$ cat src/assert_macros.svh
// ----------------------------------------------------------------------------
// assert_macros.svh
// shared concurrent assertion macros, clocked on clk_i, held off in reset
// ----------------------------------------------------------------------------
`ifndef ASSERT_MACROS_SVH
`define ASSERT_MACROS_SVH

`ifndef ASSERT_OFF

`define ASSERT_ALWAYS(lbl, cond) \
  lbl: assert property (@(posedge clk_i) disable iff (!rst_ni) (cond)) \
    else $error("assertion failed");

`define ASSERT_IMPLIES(lbl, ante, cons) \
  lbl: assert property (@(posedge clk_i) disable iff (!rst_ni) (ante) |-> (cons)) \
    else $error("assertion failed");

`define ASSERT_NEXT(lbl, ante, cons) \
  lbl: assert property (@(posedge clk_i) disable iff (!rst_ni) (ante) |=> (cons)) \
    else $error("assertion failed");

`else

`define ASSERT_ALWAYS(lbl, cond)
`define ASSERT_IMPLIES(lbl, ante, cons)
`define ASSERT_NEXT(lbl, ante, cons)

`endif

`endif

$ cat src/jse_pkg.sv
// ----------------------------------------------------------------------------
// jse_pkg
// shared types, codes and constants of the jog/shuttle event decoder
// ----------------------------------------------------------------------------
`timescale 1ns / 1ps

package jse_pkg;

  localparam int unsigned KEY_COUNT   = 15;
  localparam int unsigned QUEUE_DEPTH = 4;
  localparam int unsigned LEVEL_W     = $clog2(QUEUE_DEPTH + 1);
  localparam int unsigned PTR_W       = $clog2(QUEUE_DEPTH);

  localparam logic [15:0] TIMEOUT_RST = 16'd5000;
  localparam logic [15:0] TICKS_MAX   = 16'hffff;
  localparam logic [4:0]  SHUTTLE_MID = 5'd7;

  typedef enum logic [1:0] {
    CMD_KEY     = 2'd0,
    CMD_JOG     = 2'd1,
    CMD_SHUTTLE = 2'd2,
    CMD_TICK    = 2'd3
  } jse_cmd_e;

  typedef enum logic [1:0] {
    KIND_PRESS   = 2'd0,
    KIND_RELEASE = 2'd1,
    KIND_SHUTTLE = 2'd2,
    KIND_JOG     = 2'd3
  } jse_kind_e;

  typedef struct packed {
    jse_kind_e   event_kind;
    logic [4:0]  action_index;
    logic [7:0]  repeat_count;
    logic        last_of_run;
  } jse_result_t;

  typedef struct packed {
    logic [1:0]        count;
    jse_result_t [1:0] res;
  } jse_push_t;

  function automatic jse_result_t make_result(jse_kind_e kind, logic [4:0] idx,
                                              logic [7:0] rep, logic last);
    jse_result_t r;
    r.event_kind   = kind;
    r.action_index = idx;
    r.repeat_count = rep;
    r.last_of_run  = last;
    return r;
  endfunction

endpackage

$ cat src/jse_in_if.sv
// ----------------------------------------------------------------------------
// jse_in_if
// event item channel: valid/ready handshake with the event fields
// ----------------------------------------------------------------------------
`timescale 1ns / 1ps

interface jse_in_if;
  logic              valid;
  logic              ready;
  logic [1:0]        cmd;
  logic [4:0]        key_index;
  logic              key_pressed;
  logic [7:0]        jog_pos;
  logic signed [3:0] shuttle_pos;

  modport source (
    output valid, cmd, key_index, key_pressed, jog_pos, shuttle_pos,
    input  ready
  );

  modport sink (
    input  valid, cmd, key_index, key_pressed, jog_pos, shuttle_pos,
    output ready
  );
endinterface

$ cat src/jse_out_if.sv
// ----------------------------------------------------------------------------
// jse_out_if
// action item channel: valid/ready handshake with the action fields
// ----------------------------------------------------------------------------
`timescale 1ns / 1ps

interface jse_out_if;
  logic       valid;
  logic       ready;
  logic [1:0] event_kind;
  logic [4:0] action_index;
  logic [7:0] repeat_count;
  logic       last_of_run;

  modport source (
    output valid, event_kind, action_index, repeat_count, last_of_run,
    input  ready
  );

  modport sink (
    input  valid, event_kind, action_index, repeat_count, last_of_run,
    output ready
  );
endinterface

$ cat src/jse_decode.sv
// ----------------------------------------------------------------------------
// jse_decode
// event decode and wheel state: turns one accepted event into up to two actions
// ----------------------------------------------------------------------------
`timescale 1ns / 1ps

module jse_decode (
  input  logic               clk_i,
  input  logic               rst_ni,
  input  logic               cfg_we_i,
  input  logic [15:0]        cfg_wdata_i,
  input  logic               accept_i,
  input  logic [1:0]         cmd_i,
  input  logic [4:0]         key_index_i,
  input  logic               key_pressed_i,
  input  logic [7:0]         jog_pos_i,
  input  logic signed [3:0]  shuttle_pos_i,
  output jse_pkg::jse_push_t push_o
);
  import jse_pkg::*;

  logic [15:0]       timeout_q, timeout_d;
  logic [7:0]        prev_jog_q, prev_jog_d;
  logic              jog_known_q, jog_known_d;
  logic signed [3:0] prev_shuttle_q, prev_shuttle_d;
  logic              pending_q, pending_d;
  logic [15:0]       ticks_q, ticks_d;

  logic [7:0]  jog_diff;
  logic [8:0]  jog_steps;
  logic [8:0]  jog_net;
  logic        jog_hit0;
  logic        jog_up;
  logic        jog_fire;
  logic        ret_fire;
  logic        ret_emit;
  logic [2:0]  shut_mag;
  jse_result_t jog_res;
  jse_result_t ret_res;

  // closed-form step count over the 8-bit wheel, skipping the step off zero
  always_comb begin
    jog_diff = 8'(jog_pos_i - prev_jog_q);
    jog_up   = !jog_diff[7];
    if (jog_diff[7]) begin
      jog_steps = 9'd256 - {1'b0, jog_diff};
      jog_hit0  = {1'b0, prev_jog_q} < jog_steps;
    end else begin
      jog_steps = {1'b0, jog_diff};
      jog_hit0  = {1'b0, 8'(8'd0 - prev_jog_q)} < jog_steps;
    end
    jog_net  = jog_steps - 9'(jog_hit0);
    jog_fire = jog_known_q && (jog_pos_i != prev_jog_q) && (jog_net != 9'd0);
    ret_fire = pending_q && (ticks_q >= timeout_q);
    ret_emit = ret_fire && (prev_shuttle_q != 4'sd0);
    shut_mag = shuttle_pos_i[3] ? 3'(4'sd0 - shuttle_pos_i) : shuttle_pos_i[2:0];
    jog_res  = make_result(KIND_JOG, {4'd0, jog_up}, jog_net[7:0], 1'b1);
    ret_res  = make_result(KIND_SHUTTLE, SHUTTLE_MID, 8'd1, !jog_fire);
  end

  always_comb begin
    timeout_d      = cfg_we_i ? cfg_wdata_i : timeout_q;
    prev_jog_d     = prev_jog_q;
    jog_known_d    = jog_known_q;
    prev_shuttle_d = prev_shuttle_q;
    pending_d      = pending_q;
    ticks_d        = ticks_q;
    push_o         = '0;
    if (accept_i) begin
      unique case (jse_cmd_e'(cmd_i))
        CMD_KEY: begin
          if ({1'b0, key_index_i} < 6'(KEY_COUNT)) begin
            push_o.count  = 2'd1;
            push_o.res[0] = make_result(key_pressed_i ? KIND_PRESS : KIND_RELEASE,
                                        key_index_i, 8'd1, 1'b1);
          end
        end
        CMD_SHUTTLE: begin
          if (shuttle_pos_i != -4'sd8) begin
            ticks_d        = '0;
            pending_d      = (shuttle_pos_i != 4'sd0);
            prev_shuttle_d = shuttle_pos_i;
            if (prev_shuttle_q < shuttle_pos_i) begin
              push_o.count  = 2'd1;
              push_o.res[0] = make_result(KIND_SHUTTLE, SHUTTLE_MID + {2'd0, shut_mag},
                                          8'd1, 1'b1);
            end else if (prev_shuttle_q > shuttle_pos_i) begin
              push_o.count  = 2'd1;
              push_o.res[0] = make_result(KIND_SHUTTLE, SHUTTLE_MID - {2'd0, shut_mag},
                                          8'd1, 1'b1);
            end
          end
        end
        CMD_TICK: begin
          if (ticks_q != TICKS_MAX) begin
            ticks_d = ticks_q + 16'd1;
          end
        end
        CMD_JOG: begin
          if (ret_fire) begin
            ticks_d        = '0;
            pending_d      = 1'b0;
            prev_shuttle_d = 4'sd0;
          end
          if (ret_emit && jog_fire) begin
            push_o.count  = 2'd2;
            push_o.res[0] = ret_res;
            push_o.res[1] = jog_res;
          end else if (ret_emit) begin
            push_o.count  = 2'd1;
            push_o.res[0] = ret_res;
          end else if (jog_fire) begin
            push_o.count  = 2'd1;
            push_o.res[0] = jog_res;
          end
          prev_jog_d  = jog_pos_i;
          jog_known_d = 1'b1;
        end
        default: begin
        end
      endcase
    end
  end

  always_ff @(posedge clk_i or negedge rst_ni) begin
    if (!rst_ni) begin
      timeout_q      <= TIMEOUT_RST;
      prev_jog_q     <= '0;
      jog_known_q    <= 1'b0;
      prev_shuttle_q <= '0;
      pending_q      <= 1'b0;
      ticks_q        <= '0;
    end else begin
      timeout_q      <= timeout_d;
      prev_jog_q     <= prev_jog_d;
      jog_known_q    <= jog_known_d;
      prev_shuttle_q <= prev_shuttle_d;
      pending_q      <= pending_d;
      ticks_q        <= ticks_d;
    end
  end

endmodule

$ cat src/jse_queue.sv
// ----------------------------------------------------------------------------
// jse_queue
// action result queue: takes up to two items a cycle, hands out one a cycle
// ----------------------------------------------------------------------------
`timescale 1ns / 1ps

module jse_queue (
  input  logic                  clk_i,
  input  logic                  rst_ni,
  input  jse_pkg::jse_push_t    push_i,
  input  logic                  pop_i,
  output logic [jse_pkg::LEVEL_W-1:0] level_o,
  output jse_pkg::jse_result_t  head_o
);
  import jse_pkg::*;

  jse_result_t [QUEUE_DEPTH-1:0] mem_q;
  logic [PTR_W-1:0]   wptr_q, wptr_d;
  logic [PTR_W-1:0]   rptr_q, rptr_d;
  logic [LEVEL_W-1:0] level_q, level_d;
  logic [PTR_W-1:0]   wptr_next;

  always_comb begin
    wptr_next = wptr_q + PTR_W'(1);
    wptr_d    = wptr_q + PTR_W'(push_i.count);
    rptr_d    = pop_i ? rptr_q + PTR_W'(1) : rptr_q;
    level_d   = level_q + LEVEL_W'(push_i.count) - LEVEL_W'(pop_i);
  end

  always_ff @(posedge clk_i or negedge rst_ni) begin
    if (!rst_ni) begin
      wptr_q  <= '0;
      rptr_q  <= '0;
      level_q <= '0;
    end else begin
      wptr_q  <= wptr_d;
      rptr_q  <= rptr_d;
      level_q <= level_d;
    end
  end

  always_ff @(posedge clk_i) begin
    if (push_i.count != 2'd0) begin
      mem_q[wptr_q] <= push_i.res[0];
    end
    if (push_i.count == 2'd2) begin
      mem_q[wptr_next] <= push_i.res[1];
    end
  end

  assign level_o = level_q;
  assign head_o  = mem_q[rptr_q];

endmodule

$ cat src/jog_shuttle_event_decoder.sv
// jog_shuttle_event_decoder: control-wheel events in, action items out
// ordering: the actions of an accepted event are registered in the queue, offered in order
// throughput: one event per cycle while the queue holds at most two actions; output
//   drains one action per cycle when ready, a shuttle return before its jog steps
// reset: wheel state cleared, return timeout set to 5000 ticks, result queue empty
`timescale 1ns / 1ps
`include "assert_macros.svh"

// ----------------------------------------------------------------------------
// jog_shuttle_event_decoder
// decodes key, jog, shuttle and tick events into action items through a queue
// ----------------------------------------------------------------------------
module jog_shuttle_event_decoder (
  input  logic        clk_i,
  input  logic        rst_ni,
  input  logic        cfg_we_i,
  input  logic [15:0] cfg_wdata_i,
  jse_in_if.sink      in_i,
  jse_out_if.source   out_o
);
  import jse_pkg::*;

  logic               accept;
  logic               pop;
  logic [LEVEL_W-1:0] level;
  jse_push_t          push;
  jse_result_t        head;
  logic               pair_ok;

  assign in_i.ready = (level <= LEVEL_W'(QUEUE_DEPTH - 2));
  assign accept     = in_i.valid && in_i.ready;
  assign pop        = out_o.valid && out_o.ready;

  jse_decode u_decode (
    .clk_i         (clk_i),
    .rst_ni        (rst_ni),
    .cfg_we_i      (cfg_we_i),
    .cfg_wdata_i   (cfg_wdata_i),
    .accept_i      (accept),
    .cmd_i         (in_i.cmd),
    .key_index_i   (in_i.key_index),
    .key_pressed_i (in_i.key_pressed),
    .jog_pos_i     (in_i.jog_pos),
    .shuttle_pos_i (in_i.shuttle_pos),
    .push_o        (push)
  );

  jse_queue u_queue (
    .clk_i   (clk_i),
    .rst_ni  (rst_ni),
    .push_i  (push),
    .pop_i   (pop),
    .level_o (level),
    .head_o  (head)
  );

  assign out_o.valid        = (level != '0);
  assign out_o.event_kind   = head.event_kind;
  assign out_o.action_index = head.action_index;
  assign out_o.repeat_count = head.repeat_count;
  assign out_o.last_of_run  = head.last_of_run;

  // shuttle return first, then jog steps
  assign pair_ok = (push.res[0].event_kind == KIND_SHUTTLE) &&
                   (push.res[1].event_kind == KIND_JOG) && !push.res[0].last_of_run;

  `ASSERT_ALWAYS(a_level_bound, level <= LEVEL_W'(QUEUE_DEPTH))
  `ASSERT_IMPLIES(a_push_only_on_accept, push.count != 2'd0, accept)
  `ASSERT_IMPLIES(a_pair_order, push.count == 2'd2, pair_ok)
  `ASSERT_NEXT(a_push_shows, push.count != 2'd0, out_o.valid)

endmodule
$ cat src/flat_wrapper.sv
// flat-port wrapper written by rule: the top's interface ports become plain ports
module jog_shuttle_event_decoder_flat import jse_pkg::*;
  (clk_i, rst_ni, cfg_we_i, cfg_wdata_i, in_i_valid, in_i_cmd, in_i_key_index, in_i_key_pressed, in_i_jog_pos, in_i_shuttle_pos, in_i_ready, out_o_valid, out_o_event_kind, out_o_action_index, out_o_repeat_count, out_o_last_of_run, out_o_ready);
  jse_in_if in_i_i ();
  jse_out_if out_o_i ();
  input  logic clk_i;
  input  logic rst_ni;
  input  logic cfg_we_i;
  input  logic [15:0] cfg_wdata_i;
  input wire logic [$bits(in_i_i.valid)-1:0] in_i_valid;
  input wire logic [$bits(in_i_i.cmd)-1:0] in_i_cmd;
  input wire logic [$bits(in_i_i.key_index)-1:0] in_i_key_index;
  input wire logic [$bits(in_i_i.key_pressed)-1:0] in_i_key_pressed;
  input wire logic [$bits(in_i_i.jog_pos)-1:0] in_i_jog_pos;
  input wire logic [$bits(in_i_i.shuttle_pos)-1:0] in_i_shuttle_pos;
  output wire logic [$bits(in_i_i.ready)-1:0] in_i_ready;
  output wire logic [$bits(out_o_i.valid)-1:0] out_o_valid;
  output wire logic [$bits(out_o_i.event_kind)-1:0] out_o_event_kind;
  output wire logic [$bits(out_o_i.action_index)-1:0] out_o_action_index;
  output wire logic [$bits(out_o_i.repeat_count)-1:0] out_o_repeat_count;
  output wire logic [$bits(out_o_i.last_of_run)-1:0] out_o_last_of_run;
  input wire logic [$bits(out_o_i.ready)-1:0] out_o_ready;
  assign in_i_i.valid = in_i_valid;
  assign in_i_i.cmd = in_i_cmd;
  assign in_i_i.key_index = in_i_key_index;
  assign in_i_i.key_pressed = in_i_key_pressed;
  assign in_i_i.jog_pos = in_i_jog_pos;
  assign in_i_i.shuttle_pos = in_i_shuttle_pos;
  assign in_i_ready = in_i_i.ready;
  assign out_o_valid = out_o_i.valid;
  assign out_o_event_kind = out_o_i.event_kind;
  assign out_o_action_index = out_o_i.action_index;
  assign out_o_repeat_count = out_o_i.repeat_count;
  assign out_o_last_of_run = out_o_i.last_of_run;
  assign out_o_i.ready = out_o_ready;
  jog_shuttle_event_decoder u_core (.clk_i(clk_i), .rst_ni(rst_ni), .cfg_we_i(cfg_we_i), .cfg_wdata_i(cfg_wdata_i), .in_i(in_i_i), .out_o(out_o_i));
endmodule
$ cat config.mk
export PLATFORM = sky130hd
export DESIGN_NAME = jog_shuttle_event_decoder_flat
export DESIGN_NICKNAME = d
export VERILOG_FILES = /design/src/jse_pkg.sv /design/src/jse_in_if.sv /design/src/jse_out_if.sv /design/src/jse_decode.sv /design/src/jse_queue.sv /design/src/jog_shuttle_event_decoder.sv /design/src/flat_wrapper.sv
export VERILOG_INCLUDE_DIRS = /design/src /design/src/src
export SDC_FILE = /design/constraint.sdc
export NUM_CORES = 1
export LEC_CHECK = 0
export BUFFER_PORTS_ARGS = -buffer_cell sky130_fd_sc_hd__buf_2
export CAP_MARGIN = 20
export CORE_ASPECT_RATIO = 0.75
export CORE_MARGIN = 5
export CORE_UTILIZATION = 35
export DETAILED_ROUTE_END_ITERATION = 12
export SYNTH_ARGS = -nofsm -noshare
export SYNTH_HDL_FRONTEND = slang
export SYNTH_SLANG_ARGS = --single-unit
$ cat constraint.sdc
create_clock -name clk_i -period 17.5 [get_ports clk_i]
set_input_delay 3.5 -clock clk_i [delete_from_list [all_inputs] [get_ports clk_i]]
set_output_delay 3.5 -clock clk_i [all_outputs]
set_load 0.01 [all_outputs]
==> run summary, run 1 <==
Post-placement cell count: 1134. In this run switching power makes up 45.0% of total power. After synthesis, the share of flip-flops with an asynchronous set or reset is 45.3%. The cell count after synthesis came out at 817.

Leaving out fill and tap cells, the most frequent cells in the layout are sky130_fd_sc_hd__nand2_1, sky130_fd_sc_hd__nor2_1, sky130_fd_sc_hd__dfxtp_1, sky130_fd_sc_hd__ha_1, sky130_fd_sc_hd__buf_2. The effective utilization at floorplan is 35.7%, and the final max-slew violation count is 0. The global-route wire length before repair came out at 32000 um. For this design the total switching power over the nets is 737 uW. The tools report the startpoint of the lowest-slack register-to-register path as u_core.u_decode.prev_jog_q[0]$_DFFE_PN0P_.

The largest vdd supply drop was 110 uV; the post-synthesis average cell area was 9.24 um^2. The critical-path cell with the highest stage delay was sky130_fd_sc_hd__nor3_2. At the later pin of the worst-skew pair, clock insertion delay measures 0.43 ns.

The critical path is of the in2reg type. The run finished with clean final reports. The average via count per standard cell was 5.24. Setup repair after global routing left no endpoint under its margin. TritonCTS built the clock tree. The run gives 0 as the DRC violations left. The number of hold violations in the final report is 0, and the number of diodes is 0. The tools report the cell-internal power as 899 uW. The worst hold path begins at u_core.u_queue.mem_q[2]$_DFF_P_. The tightest min-delay check is of the reg2reg type. Measured against its own limit, the worst slew margin works out to 42.4%.

In this run the count of I/O pins placed on the die edge is 59. After floorplanning, the core was sized to cover 21200 um^2. Counting flops and latches in the post-synthesis netlist gives 117. The detailed placer's ending HPWL came out at 14300 um.

The maximum single-stage delay on the critical path is 0.73 ns. The most common cell after layout, fill and taps aside was sky130_fd_sc_hd__nand2_1. Routability-driven placement finished with a final weighted congestion of 0.890. The post-synthesis cell area is 7550 um^2. The clock network burns 21.4% of the power.

The logs give 0.00377 uW for the leakage power total and 0 for the post-detailed-route count of antenna-violating nets. The Yosys step of the flow raised 0 warnings. Type of element capturing the critical path: a register. Max-cap violations in this run came to 0. In this run the clock root is driven by a sky130_fd_sc_hd__clkbuf_16.

The share of post-route cells with drive strength above 1 was 18.9%. The number of nets handed over by synthesis was 920. Excluding fillers, the count of instances in the completed layout stands at 1168. The run gives 22.7% as the proportion of power drawn by flip-flops and latches. In this run the critical register-to-register path is captured at u_core.u_queue.mem_q[9]$_DFF_P_. For the count of unique library cells instantiated by Yosys, the log shows 85. The total wirelength of the detailed-routed design was 19100 um; the post-synthesis to final-layout area growth was 15.4%. The design draws 1640 uW. The share of total power dissipated in combinational logic is 55.8%.

The hold path depth is 2, and the total number of clock tree sinks is 117. For the net count of the finished layout, the log shows 970. The longest clock path from root to sink contains 2 buffers.

The number of resized instances in the post-cts repair step is 0, and the arrival time reported for the critical path endpoint is 10.77 ns. The run gives 17 as the number of buffers created by CTS. In this run the tool buffered the top-level ports with 58 buffer cells. The finished cells cover 8710 um^2.

Summing over every cut layer, the via total after detailed routing is 6119. The count of flip-flops with a built-in enable after synthesis was 0. For the setup clock skew after layout, the log shows 0.00807 ns. For the finished layout, the period the worst path requires is 10.47 ns.

The number of antenna violations at the first check in global routing came out at 0. In this run the post-CTS setup repair buffer count came out at 0. The die is 180 um wide. In the final routed layout, each cell accounts on average for 16.4 um. The sink of the worst hold path is u_core.u_queue.mem_q[2]$_DFF_P_.

For the overall fraction of global-route tracks in use, the log shows 16.1%. For the worst flop-to-flop path, the logic depth is 30. For this block, the initial DRC count from the detailed router was 436.

At the worst endpoint, the required time is 17.81 ns. Worst hold slack after final layout: 0.453 ns. Entering global routing, the biggest net connects 54 pins. Setup violations remaining at the end of the flow were counted as 0. Register clock-pin slew on the reported worst setup and hold paths: 0.06 ns. The run gives 34.6% as the post-synthesis sequential area ratio.

The die height is 137 um, and the quantity of hold-fixing buffers added after cts is 0. The startpoint type of the worst setup path was an input pin. Along the worst path, the maximum fanout reaches 14. The tools report the placed standard-cell area as 8080 um^2. Across all register-to-register paths, the minimum setup slack is 9.87 ns. In the final timing run, aggregate negative setup slack is 0 ns.

The H-tree was split into 4 levels. For this design the ratio of total power to cell area is 188 nW/um^2. The floorplan has 46 rows. Summed over all layers, the global routing overflow is 0.

Most used flip-flop cell after synthesis: sky130_fd_sc_hd__dfxtp_1. The run gives 5931 as the via count of the first global-routing pass. At the pin with the least slew margin, the transition time is 0.861 ns.

Static timing analysis puts the maximum clock frequency at 95.5 MHz. The ratio of final minimum period to clock period came out at 59.8%. The floorplan step defined a die boundary enclosing 24600 um^2. The first TritonRoute pass finished after 5 iterations.
-- cell families (layout without fill, tap and decap cells) --
logic type / Yosys count / count (layout) / share of synthesized area, %
compound gates: 198 / 198 / 18.4
xor+xnor: 36 / 36 / 5.10
fa+ha+maj: 62 / 62 / 10.5
buf+inv: 86 / 149 / 4.61
flops: 117 / 117 / 34.6
mux: 41 / 41 / 8.37
simple gates: 277 / 277 / 18.5
-- layout make-up --
type,count,area [um^2]
Fill cell,2150,12500
Multi-Input combinational cell,614,4590
Sequential cell,117,2610
Clock buffer,18,439
Tap cell,288,360
Timing Repair Buffer,63,355
Inverter,54,205
Clock inverter,14,150
-- cells in the mapped netlist, types with 5 or more instances --
cell / instances / area, um^2
sky130_fd_sc_hd__inv_1: 50 / 188
sky130_fd_sc_hd__a211oi_1: 6 / 45.0
sky130_fd_sc_hd__a21oi_1: 36 / 180
sky130_fd_sc_hd__xor2_1: 5 / 43.8
sky130_fd_sc_hd__and2_1: 9 / 56.3
sky130_fd_sc_hd__a211o_1: 10 / 87.6
sky130_fd_sc_hd__nand2b_1: 13 / 81.3
sky130_fd_sc_hd__mux2_2: 14 / 158
sky130_fd_sc_hd__mux2i_1: 10 / 100
sky130_fd_sc_hd__xnor2_1: 27 / 236
sky130_fd_sc_hd__mux4_2: 16 / 360
sky130_fd_sc_hd__dfrtp_1: 48 / 1200
sky130_fd_sc_hd__a31oi_1: 8 / 50.1
sky130_fd_sc_hd__nor3_1: 25 / 125
sky130_fd_sc_hd__nor2b_1: 12 / 75.1
sky130_fd_sc_hd__dfstp_2: 5 / 131
sky130_fd_sc_hd__nand2_1: 88 / 330
sky130_fd_sc_hd__clkbuf_1: 22 / 82.6
sky130_fd_sc_hd__a21o_1: 10 / 75.1
sky130_fd_sc_hd__and3_1: 6 / 37.5
sky130_fd_sc_hd__a22o_1: 5 / 43.8
sky130_fd_sc_hd__o21ai_0: 55 / 275
sky130_fd_sc_hd__o21ai_1: 14 / 70.1
sky130_fd_sc_hd__dfxtp_1: 64 / 1280
sky130_fd_sc_hd__nand3_1: 19 / 95.1
sky130_fd_sc_hd__o2bb2ai_1: 7 / 61.3
sky130_fd_sc_hd__ha_1: 60 / 751
sky130_fd_sc_hd__nand4_1: 5 / 31.3
sky130_fd_sc_hd__nor2_1: 66 / 248
-- power by group through the flow --
stage	logic [uW]	registers [uW]	clock network, uW
after floorplan	717	347	0
after global placement	884	386	0
after detailed placement	886	386	0
after CTS	891	381	357
after global routing	1020	381	372
final	913	372	350
-- stage by stage --
stage                     setup WS, ns  utilization, %
after floorplan                   8.11               -
after global placement            6.73            38.2
after detailed placement          6.65            38.2
after CTS                         7.09            40.9
after global routing              6.42            41.1
final                             7.03            41.1
-- layer usage --
metal  global-route usage [%]  share of wire [%]  up-vias
met1                     25.0                 54     2874
met4                     4.36                1.3        0
met5                        0                  0        -
met3                     4.04                5.5       21
met2                     21.9                 39      180
li1                         -                  -     3044
-- flip-flops by register name (all words and copies together), names as in the netlist --
| signal | count |
|---|---|
| u_core.u_queue.rptr_q | 2 |
| u_core.u_queue.mem_q | 64 |
| u_core.u_decode.pending_q | 1 |
| u_core.u_decode.prev_jog_q | 8 |
| u_core.u_decode.timeout_q | 16 |
| u_core.u_decode.prev_shuttle_q | 4 |
| u_core.u_queue.wptr_q | 2 |
| u_core.u_decode.jog_known_q | 1 |
| u_core.u_decode.ticks_q | 16 |
| u_core.u_queue.level_o | 3 |
-- critical path, delay by kind of cell --
| kind | cells | cell delay (ns) |
|---|---|---|
| and+or+nand+nor | 8 | 2.47 |
| AOI/OAI and AO/OA | 11 | 2.15 |
| adders and majority gates | 6 | 1.62 |
| buffers and inverters | 6 | 0.79 |
| xor gates and xnor gates | 1 | 0.22 |
-- worst max path at each step --
stage	from	end	slack (ns)	cells past startpoint
after floorplan	in_i_jog_pos[0]	u_core.u_queue.mem_q[41]$_DFF_P_	8.11	35
after global placement	in_i_jog_pos[0]	u_core.u_queue.mem_q[9]$_DFF_P_	6.73	32
after detailed placement	in_i_jog_pos[0]	u_core.u_queue.mem_q[9]$_DFF_P_	6.65	32
after CTS	in_i_jog_pos[0]	u_core.u_queue.mem_q[9]$_DFF_P_	7.09	32
after global routing	in_i_jog_pos[0]	u_core.u_queue.mem_q[9]$_DFF_P_	6.42	32
final	in_i_jog_pos[0]	u_core.u_queue.mem_q[9]$_DFF_P_	7.03	32
No activity file was read; power rests on OpenSTA's default activity.
==> inputs of run 2 (changes only) <==
==> constraint.sdc (replaced) <==
create_clock -name clk_i -period 10.25 [get_ports clk_i]
set_input_delay 2.05 -clock clk_i [delete_from_list [all_inputs] [get_ports clk_i]]
set_output_delay 2.05 -clock clk_i [all_outputs]
set_load 0.01 [all_outputs]
==> run 2 against run 1 <==
Against the previous run:
- first-iteration DRC count shrank 2.3%
- worst setup slack lost 5.5 ns
- clock power grew 87%
- count of clock-buffer cells in the layout grew 2
- total power grew 74%
- critical path type unchanged
- critical endpoint is now u_core.u_queue.mem_q[55]$_DFF_P_
- largest cell class unchanged
- largest power group unchanged
==> run summary, run 2 (same netlist as run 1, synthesis figures left out) <==
The flow ran to the end, and the final reports show no timing, DRC or antenna violations. The initial utilization of the core area, before any placement, comes to 35.7%. At the pin with the least slew margin, the transition time is 0.904 ns. The tools report the required time at the endpoint of the critical path as 10.59 ns. The number of clock buffers added by TritonCTS is 17. The worst setup path is launched from an input pin.

The post-detailed-route count of antenna-violating nets came out at 0. Along the worst path, the maximum fanout reaches 14. For the number of buffers added for setup after CTS, the log shows 0. In this run the worst hold path is classified as reg2reg. Category of the most critical setup path: in2reg. Summed over all layers, the routed wires come to 19300 um. The logs give 0 for the number of resized instances in the post-cts repair step and 4.12% for the met3 layer usage reported by global route.

The final weighted congestion in routability-driven placement came out at 0.888. The largest single stage delay on the critical path is 0.72 ns. In the final timing run, aggregate negative setup slack is 0 ns. The final period demand of the worst path is 8.71 ns, and the count of port buffers added during placement is 58. Setup clock skew after layout: 0.00819 ns. The number of hold violations in the final report is 0, and the H-tree depth is 4. The floorplan step defined a core boundary enclosing 21200 um^2. The number of flip-flops in the largest register works out to 64. Setup repair after global routing left no endpoint under its margin. Leaving out fill and tap cells, the most frequent cells in the layout are sky130_fd_sc_hd__nand2_1, sky130_fd_sc_hd__nor2_1, sky130_fd_sc_hd__dfxtp_1, sky130_fd_sc_hd__ha_1, sky130_fd_sc_hd__buf_2. The clock tree root buffer cell was sky130_fd_sc_hd__clkbuf_16. The most common cell after layout, fill and taps aside is sky130_fd_sc_hd__nand2_1. The clock passes through at most 2 buffers.

TritonCTS built the clock tree. The detailed-route wire length per cell is 16.5 um, and the final setup violation count is 0. The fill cell instance count of the final layout is 2171, and the final max-slew violation count is 0.

The clock net in this run drives a total of 117 sinks. Across the VDD grid, the largest voltage drop is 204 uV. Ranked by flip-flop count, first place goes to u_core.u_queue.mem_q.

Entering global routing, the biggest net connects 54 pins. In the global route stage, met1 resource usage came out at 24.9%. The run gives 1172 as the number of standard cells in the layout, taps in and fillers out. The total power density per cell area is 324 nW/um^2, and the worst slack at placement is 1.20 ns. In the final layout, the share of cells above drive strength 1 is 19.2%.

The run gives 39.5% as the worst slew margin relative to its limit. Including well taps, the total number of placed cells is 1139. For the final critical-path setup slack, the log shows 1.54 ns.

The largest registers in the layout are u_core.u_queue.mem_q: 64 flops, u_core.u_decode.ticks_q: 16 flops, u_core.u_decode.timeout_q: 16 flops. Based on the critical path, the design can be clocked at up to 115 MHz. At the later pin of the worst-skew pair, clock insertion delay measures 0.43 ns. The floorplan step defined a die boundary enclosing 24600 um^2.

Detailed placement finished with a half-perimeter wire length of 14300 um. The quantity of hold-fixing buffers added after cts was 0. After clock tree synthesis, the clock-pin slew on the worst setup and hold paths is 0.06 ns.

The DRC violations left is 0, and the overall fraction of global-route tracks in use is 16.2%. The number of antenna violations at the first check in global routing was 0; the number of diodes was 0. STA puts the critical path data arrival time at 9.05 ns. The run gives 5858 as the via count of the first global-routing pass. The worst setup path is captured at a register. The average via count per standard cell came out at 5.19.

The die height is 137 um. The tool flagged a number of max-cap violations equal to 0. Critical-path cell with the highest stage delay: sky130_fd_sc_hd__nor2_1. The area growth from synthesis to layout is 16.4%. The number of DRC markers in iteration 0 is 426, and the die extent in x is 180 um.

The logs give 22.3% for the global routing usage on met2 and 0.443 ns for the worst hold slack after final layout. The count of boundary I/O pins is 59, and the leakage power total is 0.00382 uW. After global routing, the most crowded layer is met1. In the final design database the tool counted 974 nets. Dividing the final minimum period by the clock period gives 85.0%. Total number of vias: 6083. The first detailed-routing pass ran for 4 iterations. The run gives 46 as the standard-cell row count. The first global-routing pass estimated 31900 um of wire.

Global routing finished with a remaining overflow of 0.
-- run 2: changes by cell type in the layout (fill, tap and decap cells not counted), sizes merged --
| cell | delta |
|---|---|
| bufinv | +1 |
| clkinv | -2 |
| clkinvlp | -1 |
| buf | +4 |
| clkbuf | +2 |
-- run 2: layer usage --
layer  up-vias  share of wire (%)
met5         -                  0
met4         0                1.1
met3        16                4.9
met2       162                 40
met1      2870                 54
li1       3035                  -
-- run 2: where the power goes --
part	internal [uW]	leakage (uW)	total, uW	switching (uW)
Combinational	626	0.00233	1560	935
Sequential	540	0.00117	634	93.1
Clock	421	0.000314	653	233
-- run 2: through the flow --
stage	area (um^2)	utilization (%)	total power (uW)
6_report	8790	41.5	2850
2_1_floorplan	7550	-	1820
3_5_place_dp	8120	38.3	2170
4_1_cts	8770	41.4	2850
3_3_place_gp	8120	38.3	2170
5_1_grt	8790	41.5	3070
-- run 2: cell type report --
type,count,area [um^2],area share (%)
multi-input combinational,614,4590,52.2
inverter,54,205,2.34
timing repair buffer,67,365,4.16
clock buffer,20,489,5.57
tap,288,360,4.10
clock inverter,12,163,1.85
sequential,117,2610,29.7
-- run 2: path summary, 6_finish.rpt --
kind                                                                 from                                        end  slack [ns]  cells after the start
worst min-delay path                     u_core.u_queue.mem_q[38]$_DFF_P_           u_core.u_queue.mem_q[38]$_DFF_P_        0.44                      2
max in group asynchronous                                          rst_ni       u_core.u_queue.rptr_q[0]$_DFFE_PN0P_        8.03                      2
worst max register to register  u_core.u_decode.prev_jog_q[0]$_DFFE_PN0P_           u_core.u_queue.mem_q[55]$_DFF_P_        2.94                     31
worst max-delay path                                      in_i_jog_pos[0]           u_core.u_queue.mem_q[55]$_DFF_P_        1.54                     33
worst min register to register           u_core.u_queue.mem_q[38]$_DFF_P_           u_core.u_queue.mem_q[38]$_DFF_P_        0.44                      2
min in group asynchronous                                          rst_ni  u_core.u_decode.timeout_q[11]$_DFFE_PN0P_        1.76                      2
-- run 2: worst max-delay path, delay by kind of cell --
family | cells | cell delay [ns]
adder cells (fa/ha/maj) | 6 | 1.61
XOR/XNOR | 1 | 0.19
AND/OR/NAND/NOR | 7 | 1.65
AO/OA/AOI/OAI | 12 | 2.52
buffers and inverters | 7 | 0.99
==> inputs of run 3 (changes only) <==
--- a/config.mk
+++ b/config.mk
@@ -6,6 +6,7 @@
 export SDC_FILE = /design/constraint.sdc
 export NUM_CORES = 1
 export LEC_CHECK = 0
+export ABC_AREA = 1
 export BUFFER_PORTS_ARGS = -buffer_cell sky130_fd_sc_hd__buf_2
 export CAP_MARGIN = 20
 export CORE_ASPECT_RATIO = 0.75
==> constraint.sdc (replaced) <==
create_clock -name clk_i -period 8 [get_ports clk_i]
set_input_delay 1.6 -clock clk_i [delete_from_list [all_inputs] [get_ports clk_i]]
set_output_delay 1.6 -clock clk_i [all_outputs]
set_load 0.01 [all_outputs]
==> run 3 against run 2 <==
Against the previous run:
- sequential share of layout area shrank 0.76 points
- via count grew 20%
- worst hold slack lost 0.0029 ns
- core utilization shrank 0.48 points
- register-to-register slack lost 1.5 ns
- clock skew grew 0.0030 ns
- critical path depth grew 5
- clock power grew 10%
- non-clock buffer count grew 9
- largest cell class unchanged
- count of clock-buffer cells in the layout is the same
- global-route usage grew 0.83 points
- synthesized area grew 3.5%
==> run summary, run 3 <==
The logs give 47 for the standard-cell row count and 35200 um for the global-route wire length before repair. The total wirelength of the detailed-routed design was 21400 um; the setup clock skew after layout was 0.0112 ns. Dividing total power by cell area gives a power density of 417 nW/um^2. The worst setup path is of the in2reg kind. The clock tree synthesis step divided the H-tree into 4 levels. Sorting the synthesized cells by area gives the leading types as sky130_fd_sc_hd__dfxtp_1, sky130_fd_sc_hd__dfrtp_1, sky130_fd_sc_hd__ha_1. Across the VDD grid, the largest voltage drop is 182 uV. The share of the synthesized area in the top cell type is 16.4%, and the setup slack of the most critical reg-to-reg path is 1.48 ns. The first TritonRoute pass finished after 5 iterations.

The largest single stage delay on the critical path is 0.53 ns. In this run the static leakage power is 0.00441 uW. The number of cells on the worst reg-to-reg path is 36. The tools report the number of hold violations in the final report as 0.

The mapped netlist covers 7810 um^2. Setup violations remaining at the end of the flow were counted as 0. Relative to the synthesized area, the layout overhead comes to 15.4%.

The worst setup path is launched from an input pin. TritonCTS built the clock tree. At the pin with the least slew margin, the transition time is 1.06 ns.

In the layout the commonest cells are sky130_fd_sc_hd__nand2_1, sky130_fd_sc_hd__nor2_1, sky130_fd_sc_hd__inv_1, sky130_fd_sc_hd__o21ai_0, sky130_fd_sc_hd__a21oi_1. The via count of the first global-routing pass is 6772, and the proportion of register bits with asynchronous set or reset after synthesis is 45.3%. sky130_fd_sc_hd__nand2_1 is the most common cell in the netlist. The switching power summed over all nets was 1830 uW; the ratio of final minimum period to clock period was 93.2%. Count of port buffers added during placement: 58. The hold path depth came out at 2. The cell type with the highest occurrence count on the critical path was sky130_fd_sc_hd__ha_1. The startpoint identified for the worst register-to-register timing path is u_core.u_decode.prev_jog_q[0]$_DFFE_PN0P_. The run finished with clean final reports. After synthesis the netlist holds a flip-flop and latch count of 117. Using the TritonRoute via totals, the vias-per-cell ratio works out to 5.01.

After detailed routing, the average wire length per cell comes to 14.7 um. The core footprint is 22000 um^2. The run gives 17.0% as the overall fraction of global-route tracks in use.

Combinational logic burns 57.4% of the power. Counting flops with a built-in enable in the synthesized netlist gives 0. The DRC violations left is 0. The tools report the detailed placer's ending HPWL as 15500 um. The register with the most flip-flops was u_core.u_queue.mem_q. In this run the cell area measured after placement is 8440 um^2. The number of nets handed over by synthesis was 1193. Largest net degree at the start of global routing: 54. From bottom edge to top edge, the die measures 139 um. Among all flip-flop cells after synthesis, the most frequent one is sky130_fd_sc_hd__dfxtp_1. At the end of the flow the core is filled with cells to 41.0%. For this design, the slowest cell found on the critical path is sky130_fd_sc_hd__fa_1.

After routing the design area is 9020 um^2. By count the netlist is led by sky130_fd_sc_hd__nand2_1, sky130_fd_sc_hd__nor2_1, sky130_fd_sc_hd__inv_1, sky130_fd_sc_hd__o21ai_0, sky130_fd_sc_hd__a21oi_1. 59 I/O pins were placed. The tools report the proportion of power drawn by flip-flops and latches as 23.4%. Worst slew margin relative to its limit: 29.1%.

In this run the worst hold path is classified as reg2reg. The final max-slew violation count was 0. The quantity of hold-fixing buffers added after cts was 0; the number of flip-flops in the largest register was 64. For the count of yosys warnings during synthesis, the log shows 0. 0 antenna diodes ended up in the layout. In this run the worst path has a maximum fanout of 16. The post-detailed-route count of antenna-violating nets was 0. For the max-capacitance violation count, the log shows 0. Dividing the synthesized area by the synthesized cell count gives 7.17 um^2. For this configuration, the core starts out at a cell density of 35.5%.

In this run, the clock network consumes 19.2% of the power. The fill cell instance count of the final layout is 2281, and the register clock-pin slew on the reported worst setup and hold paths is 0.06 ns. In this run the critical register-to-register path is captured at u_core.u_queue.mem_q[28]$_DFF_P_. The final critical-path setup slack came out at 0.546 ns. Most common cell after layout, fill and taps aside: sky130_fd_sc_hd__nand2_1. The logs give 33.5% for the post-synthesis sequential area ratio and 0.100 ns for the worst slack at placement.

STA classifies the critical path endpoint as a register. Data on the critical path arrives at its endpoint at 7.74 ns. The first routing iteration left 693 violations. Data on the critical path is required at its endpoint by 8.29 ns. The power after layout was 3760 uW. The total overflow left after global routing is 0. For the net count of the finished layout, the log shows 1255. The clock latency reported for the late side of the worst-skew pair is 0.42 ns.

The total number of vias is 7307, and the number of antenna violations at the first check in global routing is 0. Routability-driven placement finished with a final weighted congestion of 0.888. The tools report the cell-internal power as 1930 uW. The count of unique library cells instantiated by Yosys came out at 56. The tools report the sink of the worst hold path as u_core.u_queue.mem_q[45]$_DFF_P_. The post-synthesis cell type with the largest combined area was sky130_fd_sc_hd__dfxtp_1. In this run the clock root is driven by a sky130_fd_sc_hd__clkbuf_16. TritonCTS created 17 clock buffers. The launch instance of the worst min-delay path is u_core.u_queue.mem_q[45]$_DFF_P_.

In the final layout, the registers with the most flip-flops are u_core.u_queue.mem_q: 64 flops, u_core.u_decode.ticks_q: 16 flops, u_core.u_decode.timeout_q: 16 flops. The cell count after synthesis came out at 1090. Of the total power, the share spent switching nets is 48.7%. In this run the deepest clock path goes through 2 buffers. Die extent in x: 183 um. The floorplan step defined a die boundary enclosing 25400 um^2.

The share of post-route cells with drive strength above 1 works out to 15.4%. Subtracting the final worst setup slack from the clock period gives 7.45 ns. The run gives 117 as the total number of clock tree sinks. Timing would allow up to 134 MHz.
## run 3: changes by cell type after synthesis, moves of 39 or more
cell / before / now
sky130_fd_sc_hd__a21oi_1: 36 / 77
sky130_fd_sc_hd__o21ai_0: 55 / 94
sky130_fd_sc_hd__nand2_1: 88 / 191
sky130_fd_sc_hd__nand3_1: 19 / 59
sky130_fd_sc_hd__inv_1: 50 / 121
sky130_fd_sc_hd__nor2_1: 66 / 164
## run 3: routing by layer
metal | GRT usage (%) | vias to the layer above | wire (um)
li1 | - | 3712 | -
met1 | 25.4 | 3349 | 10900
met2 | 24.9 | 227 | 8860
met3 | 3.50 | 19 | 1310
met4 | 4.38 | 0 | 282
met5 | 0 | - | 0
## run 3: cells by family after synthesis
kind of cell | count (synthesis) | share of synthesized area [%]
and+or+nand+nor | 511 | 30.1
AOI/OAI and AO/OA | 210 | 14.9
buffers and inverters | 169 | 8.71
DFF | 117 | 33.5
adders and majority gates | 62 | 10.1
xor gates and xnor gates | 19 | 2.47
muxes | 2 | 0.288
## run 3: power by group through the flow
stage               sequential [uW]  clock, uW  combinational [uW]
global placement                888          0                2120
CTS                             879        735                2150
global route                    904        764                2450
floorplan                       843          0                1600
finish                          882        721                2160
detailed placement              888          0                2140
## run 3: worst max-delay path: cells and delay by family
family                   cells  cell delay [ns]
AO/OA/AOI/OAI               10             1.33
buffers and inverters        9             1.08
AND/OR/NAND/NOR             12             1.81
adder cells (fa/ha/maj)      7             1.89
## run 3: how the worst max path moves through the flow
stage	start	to	slack (ns)	cells after the start
4_1_cts	in_i_jog_pos[0]	u_core.u_queue.mem_q[49]$_DFF_P_	0.50	38
2_1_floorplan	in_i_jog_pos[0]	u_core.u_queue.level_o[2]$_DFF_PN0_	0.96	37
3_5_place_dp	in_i_jog_pos[0]	u_core.u_queue.mem_q[49]$_DFF_P_	0.10	38
5_1_grt	in_i_jog_pos[0]	u_core.u_queue.mem_q[17]$_DFF_P_	-0.002	38
6_report	in_i_jog_pos[0]	u_core.u_queue.mem_q[28]$_DFF_P_	0.55	38
3_3_place_gp	in_i_jog_pos[0]	u_core.u_queue.mem_q[57]$_DFF_P_	0.28	38
## run 3: final cells by class
cell class	count	area (um^2)	area share, %
inverter	136	527	5.84
clock buffer	20	468	5.19
multi-input combinational	804	4520	50.2
sequential	117	2610	29.0
clock inverter	12	92.6	1.03
tap	294	368	4.08
timing repair buffer	76	425	4.72
## run 3: repair_timing
action	4_1_cts	5_1_grt
setup buffers	0	1
gates resized for setup	0	3
setup endpoints to repair	0	32
## run 3: stage by stage
step	setup TNS [ns]	instances	hold slack (ns)
after floorplan	0	1090	0.415
after global placement	0	1426	0.433
after detailed placement	0	1426	0.431
after CTS	0	1458	0.440
after global routing	-0.00157	1459	0.463
final	0	1459	0.440
